--- src/rtl/opp_pkg.sv ---
package opp_pkg;

  // Command bytes of the page-addressing scheme
  localparam logic [7:0] CMD_PAGE_BASE = 8'hB0;
  localparam logic [7:0] CMD_COL_HIGH  = 8'h10;
  localparam logic [7:0] NIBBLE_HIGH   = 8'hF0;
  localparam logic [7:0] NIBBLE_LOW    = 8'h0F;

  // Column store entry: rows 0..6 of the current band
  localparam int ENTRY_W = 7;

  // Column offset register
  localparam int               OFFSET_W     = 7;
  localparam logic [OFFSET_W-1:0] OFFSET_RESET = 7'd2;

  // Result queue geometry
  localparam int MAX_RESULTS = 4;
  localparam int PUSH_W      = 3;
  localparam int OUT_DEPTH   = 8;
  localparam int OUT_PTR_W   = 3;
  localparam int OUT_CNT_W   = 4;

  typedef struct packed {
    logic [7:0] out_byte;
    logic       is_data;
    logic       last;
    logic       frame_done;
  } result_t;

  // Results produced by one item in one cycle
  typedef struct packed {
    logic [PUSH_W-1:0]                num;
    result_t [MAX_RESULTS-1:0]        items;
  } push_t;

endpackage

--- src/rtl/opp_result_fifo.sv ---
module opp_result_fifo (
  input  logic                            clk_i,
  input  logic                            rst_ni,
  input  opp_pkg::push_t                  push_i,
  input  logic                            pop_i,
  output opp_pkg::result_t                head_o,
  output logic                            not_empty_o,
  output logic [opp_pkg::OUT_CNT_W-1:0]   count_o
);

  opp_pkg::result_t                 entries_q [opp_pkg::OUT_DEPTH];
  logic [opp_pkg::OUT_PTR_W-1:0]    wr_ptr_q, wr_ptr_d;
  logic [opp_pkg::OUT_PTR_W-1:0]    rd_ptr_q, rd_ptr_d;
  logic [opp_pkg::OUT_CNT_W-1:0]    count_q, count_d;
  logic                             do_pop;

  assign do_pop      = pop_i && (count_q != '0);
  assign not_empty_o = (count_q != '0);
  assign head_o      = entries_q[rd_ptr_q];
  assign count_o     = count_q;

  // Advance pointers and fill level
  always_comb begin
    wr_ptr_d = wr_ptr_q + opp_pkg::OUT_PTR_W'(push_i.num);
    rd_ptr_d = rd_ptr_q + opp_pkg::OUT_PTR_W'(do_pop);
    count_d  = count_q + opp_pkg::OUT_CNT_W'(push_i.num) - opp_pkg::OUT_CNT_W'(do_pop);
  end

  always_ff @(posedge clk_i or negedge rst_ni) begin
    if (!rst_ni) begin
      wr_ptr_q <= '0;
      rd_ptr_q <= '0;
      count_q  <= '0;
    end else begin
      wr_ptr_q <= wr_ptr_d;
      rd_ptr_q <= rd_ptr_d;
      count_q  <= count_d;
    end
  end

  // Write up to four results at consecutive slots
  always_ff @(posedge clk_i) begin
    for (int k = 0; k < opp_pkg::MAX_RESULTS; k++) begin
      if (opp_pkg::PUSH_W'(k) < push_i.num) begin
        entries_q[wr_ptr_q + opp_pkg::OUT_PTR_W'(k)] <= push_i.items[k];
      end
    end
  end

`ifndef SYNTHESIS
  a_no_overflow: assert property (@(posedge clk_i) disable iff (!rst_ni)
    (count_q <= opp_pkg::OUT_CNT_W'(opp_pkg::OUT_DEPTH)))
    else $error("result queue overflow");

  a_ptr_gap: assert property (@(posedge clk_i) disable iff (!rst_ni)
    (opp_pkg::OUT_PTR_W'(wr_ptr_q - rd_ptr_q) == opp_pkg::OUT_PTR_W'(count_q)))
    else $error("result queue pointers disagree with fill level");

  a_pop_moves_head: assert property (@(posedge clk_i) disable iff (!rst_ni)
    (do_pop |=> rd_ptr_q == opp_pkg::OUT_PTR_W'($past(rd_ptr_q) + 1'b1)))
    else $error("pop did not advance the read pointer");
`endif

endmodule

--- src/rtl/oled_page_pixel_packer.sv ---
// Channel | Direction | Handshake                    | Payload
// in      | input     | in_valid_i / in_ready_o      | pixel_value_i, restart_i
// out     | output    | out_valid_o / out_ready_i    | out_byte_o, is_data_o, last_o,
//         |           |                              | frame_done_o
// cfg     | input     | cfg_valid_i / cfg_ready_o    | column_offset_i
//
// One pixel is accepted per cycle while in_ready_o is high; its results pass through the
// column store read, then the read-modify-write and queue push, before leaving the queue.
// Column 0 of a band's last row yields four results; the eight-entry result queue
// absorbs them, and the input stalls only while fewer than four slots remain free.
// Reset clears position, offset (to 2) and the queue; the column store has no reset.
// A stalled output only stalls the input once the queue is nearly full.
module oled_page_pixel_packer #(
  parameter int SCREEN_COLUMNS = 128,
  parameter int SCREEN_ROWS    = 64
) (
  input  logic                          clk_i,
  input  logic                          rst_ni,
  input  logic                          in_valid_i,
  output logic                          in_ready_o,
  input  logic [7:0]                    pixel_value_i,
  input  logic                          restart_i,
  output logic                          out_valid_o,
  input  logic                          out_ready_i,
  output logic [7:0]                    out_byte_o,
  output logic                          is_data_o,
  output logic                          last_o,
  output logic                          frame_done_o,
  input  logic                          cfg_valid_i,
  output logic                          cfg_ready_o,
  input  logic [opp_pkg::OFFSET_W-1:0]  column_offset_i
);

  localparam int COL_W         = $clog2(SCREEN_COLUMNS);
  localparam int ROW_W         = $clog2(SCREEN_ROWS);
  localparam int LAST_FULL_ROW = (SCREEN_ROWS / 8) * 8 - 1;
  localparam int SUM_W         = opp_pkg::OUT_CNT_W + 1;

  // Column store
  logic [opp_pkg::ENTRY_W-1:0]  store_mem [SCREEN_COLUMNS];
  logic [opp_pkg::ENTRY_W-1:0]  rdata_q;

  logic [opp_pkg::OFFSET_W-1:0] offset_q;
  logic [ROW_W-1:0]             row_q, row_d;
  logic [COL_W-1:0]             col_q, col_d;

  // Second stage of an item
  logic                         s1_valid_q;
  logic [ROW_W-1:0]             s1_row_q;
  logic [COL_W-1:0]             s1_col_q;
  logic                         s1_lit_q;
  logic                         s1_fwd_hit_q;
  logic [opp_pkg::ENTRY_W-1:0]  s1_fwd_data_q;

  logic                         in_accept;
  logic [ROW_W-1:0]             eff_row;
  logic [COL_W-1:0]             eff_col;
  logic [2:0]                   band_row;
  logic [opp_pkg::ENTRY_W-1:0]  rd_entry, base_entry, wr_entry;
  logic                         wr_en, emit, col_zero, done;
  logic [7:0]                   offset_byte;
  opp_pkg::result_t             data_res;
  opp_pkg::push_t               push;
  opp_pkg::result_t             head;
  logic                         fifo_not_empty;
  logic [opp_pkg::OUT_CNT_W-1:0] fifo_count;
  logic [SUM_W-1:0]             fill_sum;

  // Admit an item only if the queue can take a full burst after this cycle
  assign fill_sum    = SUM_W'(fifo_count) + SUM_W'(push.num);
  assign in_ready_o  = fill_sum <= SUM_W'(opp_pkg::OUT_DEPTH - opp_pkg::MAX_RESULTS);
  assign in_accept   = in_valid_i && in_ready_o;
  assign cfg_ready_o = 1'b1;

  // Position of this item, restart first
  always_comb begin
    eff_row = restart_i ? '0 : row_q;
    eff_col = restart_i ? '0 : col_q;
    row_d   = eff_row;
    col_d   = eff_col + COL_W'(1);
    if (eff_col == COL_W'(SCREEN_COLUMNS - 1)) begin
      col_d = '0;
      row_d = (eff_row == ROW_W'(SCREEN_ROWS - 1)) ? '0 : eff_row + ROW_W'(1);
    end
  end

  always_ff @(posedge clk_i or negedge rst_ni) begin
    if (!rst_ni) begin
      row_q    <= '0;
      col_q    <= '0;
      offset_q <= opp_pkg::OFFSET_RESET;
    end else begin
      if (in_accept) begin
        row_q <= row_d;
        col_q <= col_d;
      end
      if (cfg_valid_i) begin
        offset_q <= column_offset_i;
      end
    end
  end

  // Modify the entry read for this item
  always_comb begin
    band_row   = s1_row_q[2:0];
    rd_entry   = s1_fwd_hit_q ? s1_fwd_data_q : rdata_q;
    base_entry = (band_row == 3'd0) ? '0 : rd_entry;
    wr_entry   = (base_entry & ~(opp_pkg::ENTRY_W'(1) << band_row))
               | (opp_pkg::ENTRY_W'(s1_lit_q) << band_row);
    wr_en      = s1_valid_q && (band_row != 3'd7);
    emit       = s1_valid_q && (band_row == 3'd7);
    col_zero   = (s1_col_q == '0);
    done       = (s1_row_q == ROW_W'(LAST_FULL_ROW))
              && (s1_col_q == COL_W'(SCREEN_COLUMNS - 1));
  end

  // Memory: write back, read for the next item
  always_ff @(posedge clk_i) begin
    if (wr_en) begin
      store_mem[s1_col_q] <= wr_entry;
    end
    if (in_accept) begin
      rdata_q <= store_mem[eff_col];
    end
  end

  // Forward a write that lands on the entry being read
  always_ff @(posedge clk_i or negedge rst_ni) begin
    if (!rst_ni) begin
      s1_valid_q <= 1'b0;
    end else begin
      s1_valid_q <= in_accept;
    end
  end

  always_ff @(posedge clk_i) begin
    if (in_accept) begin
      s1_row_q      <= eff_row;
      s1_col_q      <= eff_col;
      s1_lit_q      <= (pixel_value_i != 8'd0);
      s1_fwd_hit_q  <= wr_en && (s1_col_q == eff_col);
      s1_fwd_data_q <= wr_entry;
    end
  end

  // Build the results of a band's last row
  always_comb begin
    offset_byte         = {1'b0, offset_q};
    data_res.out_byte   = {s1_lit_q, rd_entry};
    data_res.is_data    = 1'b1;
    data_res.last       = 1'b1;
    data_res.frame_done = done;
    push.items          = '0;
    push.num            = '0;
    if (emit) begin
      if (col_zero) begin
        push.num                  = opp_pkg::PUSH_W'(opp_pkg::MAX_RESULTS);
        push.items[0].out_byte    = opp_pkg::CMD_PAGE_BASE + 8'(s1_row_q >> 3);
        push.items[1].out_byte    = ((offset_byte & opp_pkg::NIBBLE_HIGH) >> 4)
                                  | opp_pkg::CMD_COL_HIGH;
        push.items[2].out_byte    = offset_byte & opp_pkg::NIBBLE_LOW;
        push.items[3]             = data_res;
      end else begin
        push.num      = opp_pkg::PUSH_W'(1);
        push.items[0] = data_res;
      end
    end
  end

  opp_result_fifo u_result_fifo (
    .clk_i       (clk_i),
    .rst_ni      (rst_ni),
    .push_i      (push),
    .pop_i       (out_ready_i),
    .head_o      (head),
    .not_empty_o (fifo_not_empty),
    .count_o     (fifo_count)
  );

  assign out_valid_o  = fifo_not_empty;
  assign out_byte_o   = head.out_byte;
  assign is_data_o    = head.is_data;
  assign last_o       = head.last;
  assign frame_done_o = head.frame_done;

`ifndef SYNTHESIS
  a_restart_position: assert property (@(posedge clk_i) disable iff (!rst_ni)
    (in_accept && restart_i |=> s1_valid_q && (s1_row_q == '0) && (s1_col_q == '0)))
    else $error("restart did not return to row 0, column 0");

  a_forward_only_band_start: assert property (@(posedge clk_i) disable iff (!rst_ni)
    (s1_valid_q && s1_fwd_hit_q |-> s1_row_q[2:0] == 3'd0))
    else $error("forwarded entry used outside band row 0");

  a_done_is_last_data: assert property (@(posedge clk_i) disable iff (!rst_ni)
    (out_valid_o && frame_done_o |-> is_data_o && last_o))
    else $error("frame_done on a command or non-final result");

  a_room_for_burst: assert property (@(posedge clk_i) disable iff (!rst_ni)
    (in_accept |=> (SUM_W'(fifo_count) + SUM_W'(push.num))
                   <= SUM_W'(opp_pkg::OUT_DEPTH)))
    else $error("accepted item would overflow the result queue");
`endif

endmodule

--- config.mk ---
export PLATFORM = sky130hd
export DESIGN_NAME = oled_page_pixel_packer
export DESIGN_NICKNAME = d
export VERILOG_FILES = /design/src/rtl/opp_pkg.sv /design/src/rtl/opp_result_fifo.sv /design/src/rtl/oled_page_pixel_packer.sv
export SDC_FILE = /design/constraint.sdc
export NUM_CORES = 1
export LEC_CHECK = 0
export ABC_AREA = 1
export BUFFER_PORTS_ARGS = -buffer_cell sky130_fd_sc_hd__buf_2
export CAP_MARGIN = 20
export CELL_PAD_IN_SITES_DETAIL_PLACEMENT = 1
export CELL_PAD_IN_SITES_GLOBAL_PLACEMENT = 2
export CORE_MARGIN = 1
export CORE_UTILIZATION = 26
export CTS_BUF_LIST = sky130_fd_sc_hd__clkbuf_16
export CTS_CLUSTER_SIZE = 14
export DETAILED_ROUTE_END_ITERATION = 6
export GPL_TIMING_DRIVEN = 0
export PLACE_DENSITY_LB_ADDON = 0.1
export SLEW_MARGIN = 30
export SYNTH_ARGS = -nofsm -noshare
export SYNTH_HDL_FRONTEND = slang
export SYNTH_HIERARCHICAL = 1
export SYNTH_SLANG_ARGS = --single-unit
export TNS_END_PERCENT = 1
--- constraint.sdc ---
create_clock -name clk_i -period 17.5 [get_ports clk_i]
set_input_delay 0 -clock clk_i [delete_from_list [all_inputs] [get_ports clk_i]]
set_output_delay 0 -clock clk_i [all_outputs]
set_load 0.01 [all_outputs]
[Word level (Yosys, flattened, before mapping)]
Memories as Yosys holds them, arrays and structs flattened. A register that Yosys moved wholly into a read port is not among the register bits.
Cells that the tools add are included.
Storage, ports and cells
  memories: 2
  RAM bits: 984
  output and inout bits: 14
  register bits after elaboration: 53
  word-level logic and storage cells: 77
Operators by class
  shifts and indexed selects: 2
  equality and inequality tests: 7
  mux-type cells: 25
  magnitude comparators: 5
  $add $sub $neg: 11
  bitwise logic cells: 3
  reduce and logical (&&, ||, !) cells: 10
Memories
  store_mem: depth 128, bits a word 7, rd ports 1, clocked after memory_dff 1, wr ports 1, line oled_page_pixel_packer.sv:40  | logic [opp_pkg::ENTRY_W-1:0] store_mem [SCREEN_COLUMNS];
  u_result_fifo.entries_q: depth 8, bits a word 11, rd ports 1, clocked after memory_dff 0, wr ports 4, line opp_result_fifo.sv:11  | opp_pkg::result_t entries_q [opp_pkg::OUT_DEPTH];
Operator list (number)
  $mux W7: 4
  $mux W22: 1
  $mux W19: 1
  $mux W6: 3
  $eq A7 B7 Y1 const B: 2
  $eq A6 B6 Y1 const B: 2
  $mux W11: 1
  $mux W1: 10
  $mux W5: 2
  $add A8 B3 Y8 const A: 1
  $mux W8: 1
  $reduce_bool A8 Y1: 1
  $add A7 B1 Y7 const B: 1
  $and A7 B7 Y7: 1
  $eq A7 B7 Y1: 1
  $logic_not A7 Y1: 1
  $not A7 Y7: 1
  $or A7 B7 Y7: 1
  $shl A1 B3 Y7: 1
  $shl A1 B3 Y7 const A: 1
  $add A3 B2 Y3 const B: 2
  $add A6 B1 Y6 const B: 1
  $logic_and A1 B1 Y1: 6
  $lt A1 B3 Y1 const A: 2
  other kinds (13): 15

[Logic depth before layout (Yosys ltp)]
Gate-level depths: netlist (run 1).
  depth in word-level cells: 7
  depth in mapped cells: 17
  depth with buffers taken out: 13

[By module]
Netlist (run 1), hierarchy kept.
Modules (own cells, without submodules)
  oled_page_pixel_packer: cells each 4093, area an instance 41858.9 um2, times used 1, sequential area each 28303.4 um2
  opp_result_fifo: cells each 1272, area an instance 8091.5 um2, times used 1, sequential area each 2892.8 um2

[Worst setup path after synthesis (run 1)]
Ideal clock, no wire load.
  kind: register to register
  from: reg s1_row_q[2]
  to: reg s1_fwd_data_q[6] (netlist name) (data pin)
  stages on the path, launching flop included: 6
  arrival time: 6.232 ns
  data required time: 16.250 ns
  clock period less this slack: 7.482 ns
  path slack: 10.018 ns
  path buffers: 1
  setup time: 1.250 ns
  cells stage by stage: edfxtp_1 -> clkbuf_1 -> inv_1 -> nand2_1 -> inv_1 -> o32ai_1
On the way
  word-level cells in the longest chain between the ends: 4
  elaborated cells between the ends (all ways): 7
  those cells by class: shift: 2; mux: 1; bitwise: 3; reduce/logical: 1
RTL lines
  from (decl): line oled_page_pixel_packer.sv:49  | logic [ROW_W-1:0] s1_row_q;
  from (signal assigned): line oled_page_pixel_packer.sv:138  | s1_row_q <= eff_row;
  $logic_not A3 Y1 / $shl A1 B3 Y7 (equally long branches): line oled_page_pixel_packer.sv:107, oled_page_pixel_packer.sv:108
  $mux W7 / $not A7 Y7 (equally long branches): line oled_page_pixel_packer.sv:107, oled_page_pixel_packer.sv:108
  $and A7 B7 Y7: line oled_page_pixel_packer.sv:108  | wr_entry = (base_entry & ~(opp_pkg::ENTRY_W'(1) << band_row))
  $or A7 B7 Y7 *: line oled_page_pixel_packer.sv:109  | | (opp_pkg::ENTRY_W'(s1_lit_q) << band_row);
  named net wr_entry, one bit: line oled_page_pixel_packer.sv:59  | logic [opp_pkg::ENTRY_W-1:0] rd_entry, base_entry, wr_entry;
  to (signal assigned): line oled_page_pixel_packer.sv:142  | s1_fwd_data_q <= wr_entry;
  to (decl): line oled_page_pixel_packer.sv:53  | logic [opp_pkg::ENTRY_W-1:0] s1_fwd_data_q;
The timed path passes the listed nets; every way through them passes the cells marked *.
A chain may end at the register's enable or synchronous reset.

[Worst setup path after layout (run 1)]
  from: reg s1_col_q[3]
  to: reg s1_row_q[2], enable pin
On the way
  word-level cells in the longest chain between the ends: 6
RTL lines
  from (decl): line oled_page_pixel_packer.sv:50  | logic [COL_W-1:0] s1_col_q;
  from (signal assigned): line oled_page_pixel_packer.sv:139  | s1_col_q <= eff_col;
  $logic_not A7 Y1: line oled_page_pixel_packer.sv:112  | col_zero = (s1_col_q == '0);
  $mux W3: line oled_page_pixel_packer.sv:156  | if (col_zero) begin
  $mux W22: line oled_page_pixel_packer.sv:155  | if (emit) begin
  $add A4 B3 Y5: line oled_page_pixel_packer.sv:70  | assign fill_sum = SUM_W'(fifo_count) + SUM_W'(push.num);
  $le A5 B3 Y1: line oled_page_pixel_packer.sv:71  | assign in_ready_o = fill_sum <= SUM_W'(opp_pkg::OUT_DEPTH - opp_pkg::MAX_RESULTS);
  $logic_and A1 B1 Y1: line oled_page_pixel_packer.sv:72  | assign in_accept = in_valid_i && in_ready_o;
  named net in_accept: line oled_page_pixel_packer.sv:55  | logic in_accept;
The timed path passes the listed nets, and every way through them passes these cells.

==> reports/qor.csv, run 1 <==
metric,value,unit
hold-path-endpoint,s1_lit_q,
grtUsageMet1,28.9,%
fin_cells,8312,
antenna_left,0,
path_buf_inv,3,
hold_class,in2reg,
crit_chain,nor2_1 > nand2_1 > nor4_1 > nand2_1 > inv_1 > ha_1 > xor2_1 > o21ai_0 > nand4_1 > inv_1 > buf_2,
grt_pass1_wl,287,mm
hold_violations,0,
dr.pass1.iters,5,
synth.top_cells.by_count,"nand2_1 (1,493), edfxtp_1 (1,013), nand3_1 (840), inv_1 (812), nor2_1 (417)",
reg2reg_to,s1_row_q[2],
finish.utilization,31.4,%
die_h,440,microns
yosysWarningCount,6,
track_usage,20.7,%
yosysTopAreaCell,edfxtp_1,
slew_violations,0,
fin_worst_skew,28.2,ps
max-slew-margin-rel,30.8,%
place_congestion,0.844,
clock.fmax,170,MHz
antenna_found_initial,13,
syn_area,50000,sq um
pre_cts_ws,11440,ps
synthCells,5365,
fp.dieW,440,microns
drive_gt1_share,10.0,%
wl_per_cell,24.1,microns
synth-edff-count,1013,
hold_buffers,31,
vias_per_cell,4.51,
rsz0062_at_grt,false,
peakVddDrop,0.0000978,V
clk_path_buf_depth,3,
dp_cells,8041,
grt_use_met2,34.1,%
async_reset_ff_share,2.97,%
rrSetupSlack,11630,ps
io_pins,35,
cts-resized-gates,0,
avgSynthCellArea,9.31,sq um
synth-main-ff-cell,edfxtp_1,
netlist-cell-type-count,48,
powerDensity,149,nW/um^2
slowest_delay,770,ps
cp_max_fo,39,
place_area,55300,sq um
setup_violations,0,
vias,37500,
clkTransAtPathRegs,60,ps
cts_setup_buffers,0,
cts_tree,built,
area_growth,19.8,%
grt_overflow,0,
numCtsBuffers,133,
r2r.worst_path.cells,11,
hold-path-cell-count,4,
yosysSeqAreaShare,62.5,%
cts_root_buffer,clkbuf_16,
port_buffers,32,
drtIter0Drc,2442,
start_util,26.2,%
crit_type,reg2reg,
first_global_vias,38400,
stdcell_area,59900,sq um
synth_seq_cells,1044,
synth_area_leaders,"edfxtp_1 (61%), nand2_1 (11%), nand3_1 (8.4%)",
cap_viol_max_count,0,
hpwl,152,mm
clk_latency,800,ps
p_leak,25.0,nW
htreeDepth,4,
nets,5736,
start_kind,flop,
p_total,8.92,mW
drt-total-wl,200,mm
endpoint_kind,flop,
fin_ws,11630,ps
critPathSlowestCell,buf_2,
rr_startpoint,s1_col_q[3],
clock-sinks,1044,
die_area,194000,sq um
coreArea,191000,sq um
drc,0,
crit_family,simple AND/OR/NAND/NOR gates,
worstHoldStart,pixel_value_i[2],
cp.arrival,6280,ps
row_count,160,
grt_start_max_net_pins,40,
grt_util_met3,2.23,%
layout_worst_path_cycle_share,33.6,%
worst_pin_slew,1040,ps
status,"complete, no violations",
yosysMostFrequentCell,nand2_1,
crit_required,17910,ps
synth_top_area_share,60.9,%
grt_busiest_layer,met2,
post-route-min-period,5870,ps
[cells by family (layout without fill, tap and decap cells)]
group / after synthesis / in the layout / share of synthesized area (%)
other: 2 / 43 / 0.0150
adder cells (fa/ha/maj): 18 / 18 / 0.481
multiplexers: 4 / 4 / 0.0802
buffers and inverters: 1157 / 1552 / 9.56
AO/OA/AOI/OAI: 220 / 220 / 2.32
AND/OR/NAND/NOR: 2906 / 2906 / 24.8
flip-flops: 1044 / 1044 / 62.5
XOR/XNOR: 14 / 14 / 0.245
[worst min-delay path, stage by stage]
cell and delay (ps):
buf_2 80, nor4_1 30, nand2_1 140, dlygate4sd3_1 690
[per-layer routing]
metal / vias to the layer above / share of wire [%]
met5: - / 0
met4: 0 / 2.3
met3: 204 / 2.7
met2: 547 / 47
met1: 18600 / 48
li1: 18100 / -
[cell type report]
class                      instances  area (sq um)
fill                           21800        131000
sequential                      1044         31200
multi-input combinational       3204         14300
clock buffer                     136          3400
tap                             2511          3140
inverter                         832          3130
timing repair buffer             157          2210
buffer                           325          1660
clock inverter                   102           865
antenna                            1          2.50
[flip-flops by register name (all words and copies together) (netlist names), 4 cells and up]
name	count
store_mem	896
u_result_fifo/count_o	4
s1_row_q	6
row_q	6
u_result_fifo/entries_q	88
s1_fwd_data_q	7
rdata_q	7
offset_q	7
s1_col_q	7
col_q	7
[cells in the final DEF (no fill, tap or decap), types with 6 or more instances in the layout]
cell | synthesis | layout
o211ai_1 | 13 | 13
buf_2 | 141 | 177
clkbuf_2 | 1 | 11
inv_1 | 812 | 829
conb_1 | 2 | 42
dlygate4sd3_1 | 0 | 30
o21ai_0 | 188 | 184
xor2_1 | 8 | 8
nand2_1 | 1493 | 1493
dfrtp_1 | 30 | 30
clkbuf_16 | 0 | 136
buf_6 | 20 | 43
clkinv_1 | 5 | 41
buf_16 | 0 | 38
nand4_1 | 98 | 98
clkinv_2 | 0 | 21
or2_2 | 21 | 21
bufinv_16 | 0 | 10
ha_1 | 16 | 16
buf_8 | 0 | 23
buf_4 | 27 | 31
clkbuf_1 | 105 | 95
edfxtp_1 | 1013 | 1013
nor3_1 | 9 | 9
nand3_1 | 840 | 838
xnor2_1 | 6 | 6
inv_2 | 14 | 14
buf_1 | 31 | 31
nor2_1 | 417 | 416
[stage by stage]
step | setup TNS (ps) | hold WS [ps]
after floorplan | 0 | -296
after global placement | -2231460 | 209
after detailed placement | 0 | 16.9
after CTS | 0 | 216
after global routing | 0 | 259
final | 0 | 302
[worst max-delay path by stage]
| stage | from | endpoint | slack [ps] | depth (start not counted) |
|---|---|---|---|---|
| after floorplan | s1_row_q[2] | s1_fwd_data_q[6] | 10020 | 5 |
| after global placement | s1_fwd_hit_q | store_mem[74][6] | -3450 | 3 |
| after detailed placement | s1_col_q[3] | rdata_q[6] | 11440 | 11 |
| after CTS | s1_col_q[3] | rdata_q[1] | 11440 | 11 |
| after global routing | s1_col_q[3] | row_q[5] | 11050 | 12 |
| final | s1_col_q[3] | s1_row_q[2] | 11630 | 11 |
[where the power goes]
group	leakage [nW]	switching [mW]	internal [mW]	total, mW
combinational	13.2	2.16	0.824	2.99
sequential	9.58	0.0442	3.16	3.20
clock	2.15	1.16	1.57	2.73
(Power assumes the default switching activity.)
==> run 2: changes to the inputs <==
--- a/config.mk
+++ b/config.mk
@@ -5,7 +5,7 @@
 export SDC_FILE = /design/constraint.sdc
 export NUM_CORES = 1
 export LEC_CHECK = 0
-export ABC_AREA = 1
+export ABC_AREA = 0
 export BUFFER_PORTS_ARGS = -buffer_cell sky130_fd_sc_hd__buf_2
 export CAP_MARGIN = 20
 export CELL_PAD_IN_SITES_DETAIL_PLACEMENT = 1
==> constraint.sdc (replaced) <==
create_clock -name clk_i -period 5.35 [get_ports clk_i]
set_input_delay 0 -clock clk_i [delete_from_list [all_inputs] [get_ports clk_i]]
set_output_delay 0 -clock clk_i [all_outputs]
set_load 0.01 [all_outputs]
==> reports/qor.csv, run 2 <==
metric,value,unit,change
fp.dieW,418,microns,-5.1%
fill_cells,17700,,-19%
cap_viol_max_count,0,,unchanged
drc,0,,unchanged
max-slew-margin-rel,27.8,%,-3.1 points
nets,3261,,-43%
layout_worst_path_cycle_share,89.9,%,+56 points
dr.pass1.iters,5,,unchanged
slew_violations,0,,unchanged
hold_class,in2reg,,
cp_max_fo,37,,-5.1%
async_reset_ff_share,2.97,%,unchanged
fin_worst_skew,44.5,ps,+16.4 ps
htreeDepth,4,,unchanged
top_regs,"store_mem (896), u_result_fifo/entries_q (88)",,
seqCellArea,31200,sq um,unchanged
yosysTopAreaCell,edfxtp_1,,
clk_path_buf_depth,3,,unchanged
drt-total-wl,172,mm,-14%
wl_per_cell,30.5,microns,+27%
synth_seq_cells,1044,,unchanged
synthCells,2940,,-45%
regMostFlops,store_mem,,
wl_met3,6.18,mm,+15%
row_count,152,,-5.0%
grt_pass1_wl,239,mm,-17%
area_growth,21.0,%,
top_layer_used,met4,,
numCtsBuffers,130,,-2.3%
final.setup.tns,0,ps,unchanged
clock.fmax,208,MHz,+22%
cts_setup_buffers,0,,unchanged
antenna_found_initial,10,,-3
worst_pin_slew,1060,ps,+18.8 ps
final_common_cell,edfxtp_1,,
hold_buffers,29,,-6.5%
start_util,26.2,%,about the same
most-common-layout-cells,"edfxtp_1 (1,013), mux2i_1 (312), a21oi_1 (201)",,
clkTransAtPathRegs,60,ps,about the same
powerDensity,530,nW/um^2,+260%
stdcell_area,54400,sq um,-9.1%
grt_overflow,0,,unchanged
crit_required,6060,ps,"-11,850 ps"
place_area,49600,sq um,-10%
antenna_left,0,,unchanged
yosysSeqAreaShare,69.4,%,+6.9 points
cts_root_buffer,clkbuf_16,,
drtIter0Drc,2013,,-18%
coreArea,172000,sq um,-9.9%
start_kind,flop,,
synth.top_cells.by_count,"edfxtp_1 (1,013), mux2i_1 (314), a21oi_1 (202), nor2_1 (157), nand2_1 (131)",,
clk_latency,780,ps,-20 ps
syn_area,45000,sq um,-9.9%
drive_gt1_share,18.6,%,+8.6 points
vias_per_cell,4.95,,+9.6%
cts_tree,built,,
first_global_vias,29800,,-23%
avgSynthCellArea,15.3,sq um,+64%
grt_start_max_net_pins,38,,-5.0%
p_total,28.8,mW,+220%
hpwl,129,mm,-15%
wl_met1,77.8,mm,-19%
post-route-min-period,4810,ps,-1060 ps
cp.arrival,5520,ps,-760 ps
p_leak,18.3,nW,-27%
hold_violations,0,,unchanged
vias,27900,,-26%
holdWs,67.0,ps,-235 ps
status,"complete, no violations",,
synth_top_area_share,67.6,%,+6.7 points
place_congestion,0.837,,-0.90%
multi_input_area,12500,sq um,-13%
port_buffers,32,,unchanged
synth_area_leaders,"edfxtp_1 (68%), mux2i_1 (7.0%), a21oi_1 (2.2%)",,
wl_met2,83.9,mm,-11%
synth-main-ff-cell,edfxtp_1,,
largest_register_ffs,896,,unchanged
peakVddDrop,0.000337,V,+240%
cts-resized-gates,0,,unchanged
synth-edff-count,1013,,unchanged
io_pins,35,,unchanged
clock-sinks,1044,,unchanged
track_usage,19.6,%,-1.1 points
die_h,418,microns,-5.1%
netlist-cell-type-count,87,,+81%
setup_violations,0,,unchanged
yosysMostFrequentCell,edfxtp_1,,
rsz0062_at_grt,false,,
crit_type,reg2reg,,
yosysWarningCount,6,,unchanged
endpoint_kind,flop,,
die_area,175000,sq um,-9.9%
[run 2: cell types whose count changed after synthesis, moves of 113 or more]
cell	delta
nand2_1	-1362
nand3_1	-796
inv_1	-787
mux2i_1	+310
nor2_1	-260
a21oi_1	+197
o21ai_0	-113
o22ai_1	+113
[run 2: layout make-up]
type,instances,share of cell area [%]
repair buffers,124,3.38
plain buffers,242,2.62
clock buffers,130,5.98
multi-input cells,1649,22.9
clock inverters,105,2.25
well taps,2310,5.31
inverters,31,0.223
flip-flops and latches,1044,57.3
diodes,3,0.0138
[run 2: where the power goes]
group / internal, mW / switching (mW)
sequential: 10.2 / 0.163
clock: 5.55 / 3.68
combinational: 3.20 / 6.02
total: 19.0 / 9.87
[run 2: kinds of logic after synthesis]
group / after synthesis / synth area share (%)
AO/OA/AOI/OAI: 683 / 10.0
XOR/XNOR: 19 / 0.428
adder cells (fa/ha/maj): 19 / 0.556
buffers and inverters: 273 / 3.40
flip-flops: 1044 / 69.4
multiplexers: 440 / 11.2
other: 2 / 0.0167
AND/OR/NAND/NOR: 460 / 4.99
[run 2: path summary, 6_finish.rpt]
path / from / end / slack [ps] / depth (start not counted)
min: pixel_value_i[2] / s1_lit_q / 70 / 4
min reg2reg: row_q[5] / row_q[5] / 500 / 1
max in group asynchronous: rst_ni / col_q[0] / 4730 / 4
max: s1_col_q[3] / row_q[2] / 540 / 17
max reg2reg: s1_col_q[3] / row_q[2] / 540 / 17
min in group asynchronous: rst_ni / offset_q[1] / 360 / 3
[run 2: layer usage]
| layer | vias to the layer above | track usage [%] |
|---|---|---|
| li1 | 12200 | - |
| met4 | 0 | 5.46 |
| met3 | 202 | 2.57 |
| met2 | 636 | 33.0 |
| met1 | 14800 | 26.4 |
| met5 | - | 0 |
[run 2: critical path, cell delays in order, from the launching register on]
cell and delay (ps):
edfxtp_1 350, buf_2 200, nor2_4 220, nand2_2 280, or4_1 510, clkbuf_1 270, nand3_1 220, inv_1 270
ha_1 330, ha_1 220, nor2b_1 120, a41oi_1 150, or4b_1 530, buf_2 230, clkinv_4 300, a31oi_1 140
a311oi_1 260, a21o_1 110
[run 2: through the flow]
step / cells / worst slack [ps] / util [%]
final: 5638 / 538 / 31.7
after global routing: 5635 / 179 / 31.7
after CTS: 5635 / 462 / 31.7
after detailed placement: 5371 / 509 / 28.9
after global placement: 5308 / -13050 / 28.0
after floorplan: 2966 / -1750 / -
